### config.mk
export PLATFORM = sky130hd
export DESIGN_NAME = gpsg_fifo
export DESIGN_NICKNAME = d
export VERILOG_FILES = /design/src/gpsg_pkg.sv /design/src/gpsg_fifo.sv
export SDC_FILE = /design/constraint.sdc
export NUM_CORES = 1
export LEC_CHECK = 0
export ABC_CLOCK_PERIOD_IN_PS = 7320
export BUFFER_PORTS_ARGS = -buffer_cell sky130_fd_sc_hd__buf_2
export CORE_UTILIZATION = 46
export DETAILED_ROUTE_END_ITERATION = 6
export GPL_TIMING_DRIVEN = 0
export PLACE_DENSITY_LB_ADDON = 0.05
export SKIP_LAST_GASP = 1
export SLEW_MARGIN = 20
export SYNTH_ARGS = -nofsm -noshare
export SYNTH_HDL_FRONTEND = slang
export SYNTH_SLANG_ARGS = --single-unit
### constraint.sdc
create_clock -name clk -period 7.32 [get_ports clk]
set_input_delay 1.464 -clock clk [delete_from_list [all_inputs] [get_ports clk]]
set_output_delay 1.464 -clock clk [all_outputs]
set_load 0.02 [all_outputs]
### src/gpsg_pkg.sv
// ----------------------------------------------------------------------------
// Gaussian polar sample generator package
// Shared constants, queue item type and back-end status type.
// ----------------------------------------------------------------------------
`default_nettype none

package gpsg_pkg;

  // Round(2 ln2 * 2^30), scales log2 to -2 ln
  localparam logic [30:0] TWO_LN2_Q30 = 31'd1488522236;

  // Widths of the internal datapath
  localparam int FRAC_W  = 16;               // uniforms after alignment
  localparam int SUM_W   = 32;               // s = u^2 + v^2, Q0.32
  localparam int LG_STEPS = 16;              // fraction bits of log2
  localparam int W_W     = 22;               // -2 ln s, Q16
  localparam int DIV_W   = 58;               // (W << 36) and its quotient
  localparam int Q_W     = 29;               // sqrt of the quotient, Q10
  localparam int SQ_STEPS = DIV_W / 2;

  // Register indexes
  localparam logic REG_MEAN = 1'b0;
  localparam logic REG_STD  = 1'b1;

  // Item passed from the front to the back
  typedef struct packed {
    logic [FRAC_W-1:0] u;
    logic [FRAC_W-1:0] v;
    logic [SUM_W-1:0]  s;
    logic              neg_first;
    logic              neg_second;
  } q_item_t;

  // Back-end status
  typedef struct packed {
    logic busy;
    logic second;
  } bk_stat_t;

endpackage

`default_nettype wire

### src/gpsg_fifo.sv
// ----------------------------------------------------------------------------
// Gaussian polar sample generator queue
// Two-entry queue between the front end and the back end.
// ----------------------------------------------------------------------------
`default_nettype none

module gpsg_fifo import gpsg_pkg::*; (
  input  logic    clk,
  input  logic    rst,
  input  logic    push_valid,
  output logic    push_ready,
  input  q_item_t push_item,
  output logic    pop_valid,
  input  logic    pop_ready,
  output q_item_t pop_item
);

  q_item_t    entries [2];
  logic       wr_ptr;
  logic       rd_ptr;
  logic [1:0] count;
  logic       do_push;
  logic       do_pop;

  assign push_ready = (count != 2'd2);
  assign pop_valid  = (count != 2'd0);
  assign pop_item   = entries[rd_ptr];
  assign do_push    = push_valid && push_ready;
  assign do_pop     = pop_valid && pop_ready;

  // Advance pointers and occupancy
  always_ff @(posedge clk) begin
    if (rst) begin
      wr_ptr <= 1'b0;
      rd_ptr <= 1'b0;
      count  <= 2'd0;
    end else begin
      if (do_push) begin
        wr_ptr <= !wr_ptr;
      end
      if (do_pop) begin
        rd_ptr <= !rd_ptr;
      end
      count <= count + 2'(do_push) - 2'(do_pop);
    end
  end

  always_ff @(posedge clk) begin
    if (do_push) begin
      entries[wr_ptr] <= push_item;
    end
  end

endmodule

`default_nettype wire

==> results by group <==
Logic synthesis
  – Async S/R FF share, synth: 0
  – Yosys cell types: 27
  – Mapped cell area: 0.005191 mm²
  – Number of flops mapped to enable cells by yosys: 132
  – Mapped Cells: 234
  – Synth warn: 0
  – Top FF cell, synth: edfxtp_1
  – Synth area leaders: edfxtp_1 (76%), mux2_4 (12%), mux2_1 (5.6%), dfxtp_1 (1.9%), buf_6 (0.87%)
  – Seq/Total Area, Yosys: 0.7828
  – Synthesized Nets: 305
  – Mean area per synthesized cell: 22.18 µm²
  – Synth Register Bits: 137
  – Top cell type's share of synthesized area: 0.7636
  – Area leader, netlist: edfxtp_1

Timing
  – Setup Total Neg Slack: 0 ns
  – RSZ-0062 raised after global routing: false
  – Least-Margin Pin Slew: 0.4520 ns
  – Fmax achieved: 317.1 MHz
  – Tcrit/Tclk final: 0.4308
  – Hold Fails Final Rpt: 0
  – Final Slew Violations: 0
  – Slew margin rel.: 0.6987
  – Tmin final: 3.154 ns
  – Final setup vio count: 0
  – Fin Clk Skew: 0.007616 ns

Setup path
  – CP Cell Sequence: buf_4 -> buf_6 -> mux2_4 -> buf_2
  – Largest stage delay on the critical path: 0.37 ns
  – Crit path kind: reg2out
  – Crit path DAT: 1.69 ns
  – Slowest stage cell, crit path: dfxtp_1
  – CP required: 5.86 ns
  – CP endpoint kind: output port
  – Worst Setup Start Kind: flip-flop
  – Crit-path max FO: 10

Die
  – Initial core utilization: 0.4747
  – Chip Width: 108.2 µm
  – # IOs: 138
  – Die area: 0.01171 mm²
  – Die H: 108.2 µm
  – FP Rows: 38
  – Std-Cell Core Area: 0.01094 mm²

Cells and area
  – Nets: 463
  – Share of cells above drive strength 1: 0.5407
  – Diodes inserted: 0
  – Multi-input logic area: 0.001066 mm²
  – Area delta synth->final: 29.81%
  – # fillers: 843
  – Most common cell after layout, fill and taps aside: buf_2
  – Reg area: 0.004064 mm²
  – Final Util: 0.6162
  – Most frequent cells in the layout: buf_2 (139), edfxtp_1 (132), mux2_4 (40), mux2_1 (26), clkbuf_16 (17)

Routing
  – Routed len/inst: 16.02 µm
  – Vias/cell: 4.835
  – Drt pass-1 iters: 4
  – Starting DRT DRC Count: 120
  – WL final: 8731 µm
  – # DRC: 0
  – Vias: 2635
  – DRT antenna net count: 0

Status
  – Status: complete, no violations

Place
  – IO Port Bufs: 137
  – DP Wirelength: 5740 µm
  – Final GP Congestion: 0.7087

Global route
  – Total grt overflow: 0
  – Global-route wire length before repair: 13040 µm
  – Largest net degree at the start of global routing: 47
  – Vias in the first global route: 2591
  – Antenna violations before repair: 0
  – GRT Util Overall: 0.1581

Flow run
  – Maxcap violations: 0

Clocking
  – CTS Buffer Depth: 2
  – CTS Hold Buffers Added: 0
  – CTS Sinks: 137
  – H-tree lvl count: 4
  – Clock slew at reported path FFs: 0.05 ns
  – Postcts setup bufs: 0
  – Clock latency on the worst-skew pair: 0.41 ns
  – CTS tree: yes
  – Clock Root Buffer: clkbuf_16
  – PostCTS Resize Cnt: 0
  – CTS Buf Count: 17

Power
  – LEAKAGE: 2.633 nW
  – Worst vdd ir: 182.6 µV
  – P per Cell Area: 355.3 mW/mm²

Worst hold path
  – Worst hold path type: reg2reg
[critical path: cells and delay by family, from the launching register on]
family | cells | cell delay (ns)
buffers and inverters | 3 | 0.58
flip-flops | 1 | 0.37
multiplexers | 1 | 0.31
[per-stage QoR]
stage / hold slack (ns) / cell area, µm² / power (mW) / std cells / worst slack [ns]
2_1_floorplan: 0.4725 / 5191 / 1.359 / 234 / 3.825
3_3_place_gp: 0.4885 / 6052 / 1.514 / 511 / 2.637
3_5_place_dp: 0.5018 / 6107 / 1.519 / 513 / 4.486
4_1_cts: 0.5167 / 6739 / 2.423 / 545 / 4.098
5_1_grt: 0.5641 / 6739 / 2.489 / 545 / 4.050
6_report: 0.5114 / 6739 / 2.394 / 545 / 4.166
[sequential cells by signal, summed over array words and instances (netlist names), named ones only]
signal and cells:
entries 132, count 2, rd_ptr 1, wr_ptr 1
[layer usage]
layer	GRT usage	vias to the layer above	wire (µm)	part of all wire
li1	-	1250	-	-
met2	0.2630	93	4442	0.51
met4	0.06164	0	91	0.010
met3	0.08198	10	679	0.078
met1	0.1703	1282	3517	0.40
met5	0	-	0	0
[cell usage after synthesis (all sizes together), types with 2 or more instances]
cell	n
and3	2
buf	7
dfxtp	5
edfxtp	132
mux2	66
nor2	4
nor2b	2
o21ai	2
[final timing paths]
path / startpoint / endpoint / slack, ns / depth (start not counted)
setup / recovery: flip-flop / pop_item[48] / 4.17 / 4
hold / removal: rd_ptr / rd_ptr / 0.51 / 2
setup reg to reg: count[0] / entries[0][0] / 5.52 / 4
hold reg to reg: rd_ptr / rd_ptr / 0.51 / 2
[where the power goes]
group	total, mW	switching, mW	internal, mW	leakage [nW]
clock network	0.899	0.301	0.598	0.300
registers	0.975	0.0230	0.952	1.28
logic	0.520	0.292	0.228	1.06
total	2.39	0.616	1.78	2.63
[area by class of cell]
| class | instances | share of cell area |
|---|---|---|
| flip-flops and latches | 137 | 0.6030 |
| inverters | 1 | 0.0009283 |
| plain buffers | 7 | 0.009283 |
| clock inverters | 15 | 0.03063 |
| well taps | 140 | 0.02599 |
| clock buffers | 17 | 0.06313 |
| multi-input cells | 89 | 0.1582 |
| repair buffers | 139 | 0.1088 |
[cell families after synthesis]
group | synth area share
buf+inv | 0.01277
mux | 0.1721
xor+xnor | 0.001687
flops | 0.7828
compound gates | 0.008433
simple gates | 0.01977
fa+ha+maj | 0.002410
Note: power is estimated with default switching activity, not from simulation.
