**src/gpsg_pkg.sv**
```systemverilog
// ----------------------------------------------------------------------------
// Gaussian polar sample generator package
// Shared constants, queue item type and back-end status type.
// ----------------------------------------------------------------------------
`default_nettype none

package gpsg_pkg;

  // Round(2 ln2 * 2^30), scales log2 to -2 ln
  localparam logic [30:0] TWO_LN2_Q30 = 31'd1488522236;

  // Widths of the internal datapath
  localparam int FRAC_W  = 16;               // uniforms after alignment
  localparam int SUM_W   = 32;               // s = u^2 + v^2, Q0.32
  localparam int LG_STEPS = 16;              // fraction bits of log2
  localparam int W_W     = 22;               // -2 ln s, Q16
  localparam int DIV_W   = 58;               // (W << 36) and its quotient
  localparam int Q_W     = 29;               // sqrt of the quotient, Q10
  localparam int SQ_STEPS = DIV_W / 2;

  // Register indexes
  localparam logic REG_MEAN = 1'b0;
  localparam logic REG_STD  = 1'b1;

  // Item passed from the front to the back
  typedef struct packed {
    logic [FRAC_W-1:0] u;
    logic [FRAC_W-1:0] v;
    logic [SUM_W-1:0]  s;
    logic              neg_first;
    logic              neg_second;
  } q_item_t;

  // Back-end status
  typedef struct packed {
    logic busy;
    logic second;
  } bk_stat_t;

endpackage

`default_nettype wire

```
**src/gpsg_front.sv**
```systemverilog
// ----------------------------------------------------------------------------
// Gaussian polar sample generator front end
// Accepts uniform pairs, forms s = u^2 + v^2 and drops rejected pairs.
// ----------------------------------------------------------------------------
`default_nettype none

module gpsg_front import gpsg_pkg::*; #(
  parameter int UNIFORM_BITS = 16
) (
  input  logic                    clk,
  input  logic                    rst,
  input  logic                    in_valid,
  output logic                    in_ready,
  input  logic [UNIFORM_BITS-1:0] uniform_u,
  input  logic [UNIFORM_BITS-1:0] uniform_v,
  input  logic                    sign_first,
  input  logic                    sign_second,
  input  logic [15:0]             std_dev,
  output logic                    push_valid,
  input  logic                    push_ready,
  output q_item_t                 push_item
);

  logic              st_valid;
  logic [FRAC_W-1:0] st_u;
  logic [FRAC_W-1:0] st_v;
  logic              st_neg_a;
  logic              st_neg_b;
  logic [FRAC_W-1:0] u_al;
  logic [FRAC_W-1:0] v_al;
  logic [SUM_W:0]    s_full;
  logic              reject;
  logic              advance;

  // Align the uniforms to 16 fraction bits (wider inputs: low 16 bits shifted right by the excess)
  if (UNIFORM_BITS <= FRAC_W) begin : g_up
    assign u_al = FRAC_W'({uniform_u, {(FRAC_W - UNIFORM_BITS + 1){1'b0}}} >> 1);
    assign v_al = FRAC_W'({uniform_v, {(FRAC_W - UNIFORM_BITS + 1){1'b0}}} >> 1);
  end else begin : g_down
    assign u_al = uniform_u[FRAC_W-1:0] >> (UNIFORM_BITS - FRAC_W);
    assign v_al = uniform_v[FRAC_W-1:0] >> (UNIFORM_BITS - FRAC_W);
  end

  // Sum of squares and rejection test
  always_comb begin
    s_full  = (SUM_W+1)'(st_u) * (SUM_W+1)'(st_u) + (SUM_W+1)'(st_v) * (SUM_W+1)'(st_v);
    reject  = (s_full == '0) || s_full[SUM_W] || (std_dev == '0);
    advance = st_valid && (reject || push_ready);
  end

  assign in_ready   = !st_valid || advance;
  assign push_valid = st_valid && !reject;
  assign push_item  = '{u: st_u, v: st_v, s: s_full[SUM_W-1:0],
                        neg_first: st_neg_a, neg_second: st_neg_b};

  // Hold one pair in the stage register
  always_ff @(posedge clk) begin
    if (rst) begin
      st_valid <= 1'b0;
    end else if (in_ready) begin
      st_valid <= in_valid;
    end
  end

  always_ff @(posedge clk) begin
    if (in_ready && in_valid) begin
      st_u     <= u_al;
      st_v     <= v_al;
      st_neg_a <= sign_first;
      st_neg_b <= sign_second;
    end
  end

endmodule

`default_nettype wire

```
**config.mk**
```make
export PLATFORM = sky130hd
export DESIGN_NAME = gpsg_front
export DESIGN_NICKNAME = d
export VERILOG_FILES = /design/src/gpsg_pkg.sv /design/src/gpsg_front.sv
export SDC_FILE = /design/constraint.sdc
export NUM_CORES = 1
export LEC_CHECK = 0
export ABC_AREA = 1
export BUFFER_PORTS_ARGS = -buffer_cell sky130_fd_sc_hd__buf_2
export CORE_MARGIN = 2
export CORE_UTILIZATION = 59
export DETAILED_ROUTE_END_ITERATION = 8
export GPL_TIMING_DRIVEN = 1
export PLACE_DENSITY_LB_ADDON = 0.08
export SKIP_CTS_REPAIR_TIMING = 1
export SLEW_MARGIN = 20
export SYNTH_ARGS = -nofsm -noshare
export SYNTH_HDL_FRONTEND = slang
export SYNTH_SLANG_ARGS = --single-unit
export TNS_END_PERCENT = 50
```
**constraint.sdc**
```tcl
create_clock -name clk -period 16.95 [get_ports clk]
set_input_delay 3.39 -clock clk [delete_from_list [all_inputs] [get_ports clk]]
set_output_delay 3.39 -clock clk [all_outputs]
set_load 0.02 [all_outputs]
```
==> impl_metrics.ini <==
[synth]
synth_compound_area_share_pct = 1.53
synthMuxAreaShare_pct = 0
synthTopCellsByArea = fa_1 (45%), inv_1 (16%), ha_1 (14%)
synth_nets = 2725
seq_area_frac_synth_pct = 6.04
ys.flop_type = edfxtp_1
yosysMostFrequentCell = inv_1
synth.top_cell.area_share_pct = 44.7
synthSimpleGateAreaFrac_pct = 14.7
synth_common_cells = inv_1 (740), nand2_1 (440), fa_1 (385), ha_1 (197), clkbuf_1 (55)
ys_warn_count = 0
synthCells = 2089
yosys.area_share.adder_pct = 59.0
synth.distinct_cells = 40
ys_ff_latch = 35
syn_area_um2 = 17200
synth-edff-count = 34
async_reset_ff_share_pct = 0
syn_avg_cell_area_um2 = 8.26
yosysTopAreaCell = fa_1
synth_top_family_by_area = adder cells
synthXorXnorAreaFrac_pct = 1.11

[clock_network]
cts_tree = built
clock_path_buffers = 2
clk_pin_slew_ns = 0.09
cts_num_sinks = 35
cts_inserted_buffers = 5
root_buffer = clkbuf_16
clkLatencyLatePin_ns = 0.33
htree_levels = 2

[global_route]
antenna_found_initial = 0
grt_pass1_wl_mm = 66.3
grt.total_usage_pct = 27.7
globalRoute.totalOverflow = 0
grt_max_degree = 35
grt_pass1_vias = 13400

[worst_setup_path]
startpoint_type = register
end_kind = output pin
worstPathRequired_ns = 13.56
cp.arrival_ns = 7.89
cp_slowest_cell = edfxtp_1
critPathMostFrequentCell = fa_1
cp_slowest_stage_delay_ns = 0.90
critPathKind = reg2out
cp_max_fo = 17

[detailed_routing]
drc = 0
vias_per_cell = 4.88
via_count = 12400
drt_iter0_drc = 616
firstDrtPassIters = 6
antenna_left = 0
drt-total-wl_mm = 38.7
routedWlPerCell_um = 15.2

[place]
placedCellCount = 2538
port_buffers = 121
dp_hpwl_mm = 34.6
place.gp.congestion = 0.900

[timing]
fmax_mhz = 88.7
timing.final.crit_share_pct = 66.5
rsz0062_at_grt = false
finalSetupTns_ns = 0
min_period_ns = 11.28
setup_viol = 0
timing.final.max_slew_violations = 0
hold_viol_final = 0
slew_headroom_pct = 30.8
worst_slew_pin_slew_ns = 1.04
skew_ns = 0.0240

[final_layout]
layout.nets = 2797
syn_to_final_growth_pct = 6.17
num_antenna_cells = 0
drive_above_1_share_pct = 8.56
fin_cells = 2546

[min_path]
worst_hold_path_type = reg2reg

[die]
die-width_um = 175
die_y_um = 175
ioPinCount = 122
start_util_pct = 59.9
dieArea_um2 = 30600
fp-row-count = 62
core_um2 = 28800

[run_status]
status = completed

[flow_run]
drv_cap = 0
[cells by family after synthesis]
logic type	count (synthesis)
xor gates and xnor gates	21
AOI/OAI and AO/OA	42
and+or+nand+nor	604
buffers and inverters	805
adders and majority gates	582
DFF	35
[per-stage QoR]
step	instance area, µm²	hold slack [ns]	worst slack, ns	util (%)
6_report	18300	0.637	5.67	63.6
5_1_grt	18300	0.701	5.11	63.6
4_1_cts	18300	0.643	5.63	63.6
3_5_place_dp	18100	0.631	6.05	63.0
3_3_place_gp	18100	0.613	6.04	63.0
2_1_floorplan	17200	0.672	6.60	-
[flip-flops by register name, indices dropped and copies added (netlist names)]
name,cells
st_neg_a,1
st_u,16
st_v,16
st_valid,1
st_neg_b,1
[placed cells by master (no fill, tap or decap), types with 5 or more instances in the layout]
cell       Yosys  layout
nor2_2         5       5
nand3_2        5       5
nor3_1         6       6
a21oi_1       23      23
nand3b_1       6       6
o21bai_1       7       7
inv_2          5       6
nor4_1         5       5
inv_1        740     739
xnor2_1        5       5
nand2_2       22      22
buf_2          0     121
fa_1         385     385
nand3_1       40      40
nand4_1       10      10
nor2_1        53      53
ha_1         197     197
clkbuf_16      0       5
xor2_1        15      15
nand2_1      440     440
edfxtp_1      34      34
[path summary, 6_finish.rpt]
| check | startpoint | depth (start not counted) | endpoint | slack, ns |
|---|---|---|---|---|
| max | st_u[8] | 26 | push_valid | 5.67 |
| max reg2reg | st_u[8] | 27 | st_v[3] | 8.35 |
| min reg2reg | st_valid | 4 | st_valid | 0.64 |
| min | st_valid | 4 | st_valid | 0.64 |
[cell type report]
| cell class | count | area, µm² |
|---|---|---|
| Multi-Input combinational cell | 1249 | 13200 |
| Clock buffer | 5 | 125 |
| Inverter | 746 | 2800 |
| Sequential cell | 35 | 1040 |
| Timing Repair Buffer | 124 | 628 |
| Fill cell | 2591 | 10500 |
| Clock inverter | 3 | 67.6 |
| Tap cell | 384 | 480 |
[per-layer routing]
| metal | vias up | part of all wire [%] | track usage (%) | wire [µm] |
|---|---|---|---|---|
| li1 | 5982 | - | - | - |
| met1 | 6098 | 43 | 37.7 | 16600 |
| met2 | 291 | 50 | 46.9 | 19200 |
| met3 | 43 | 5.1 | 4.00 | 1960 |
| met4 | 0 | 2.4 | 7.12 | 918 |
| met5 | - | 0 | 0 | 0 |
[critical path, delay by kind of cell (launching register included)]
| family | cells | cell delay (ns) |
|---|---|---|
| simple gates | 13 | 1.68 |
| fa+ha+maj | 9 | 4.64 |
| buf+inv | 4 | 0.32 |
| flops | 1 | 0.90 |
Power is left out: the tool's default activity adds up to more than one toggle a clock period on the data nets, which glitch-free logic cannot reach.
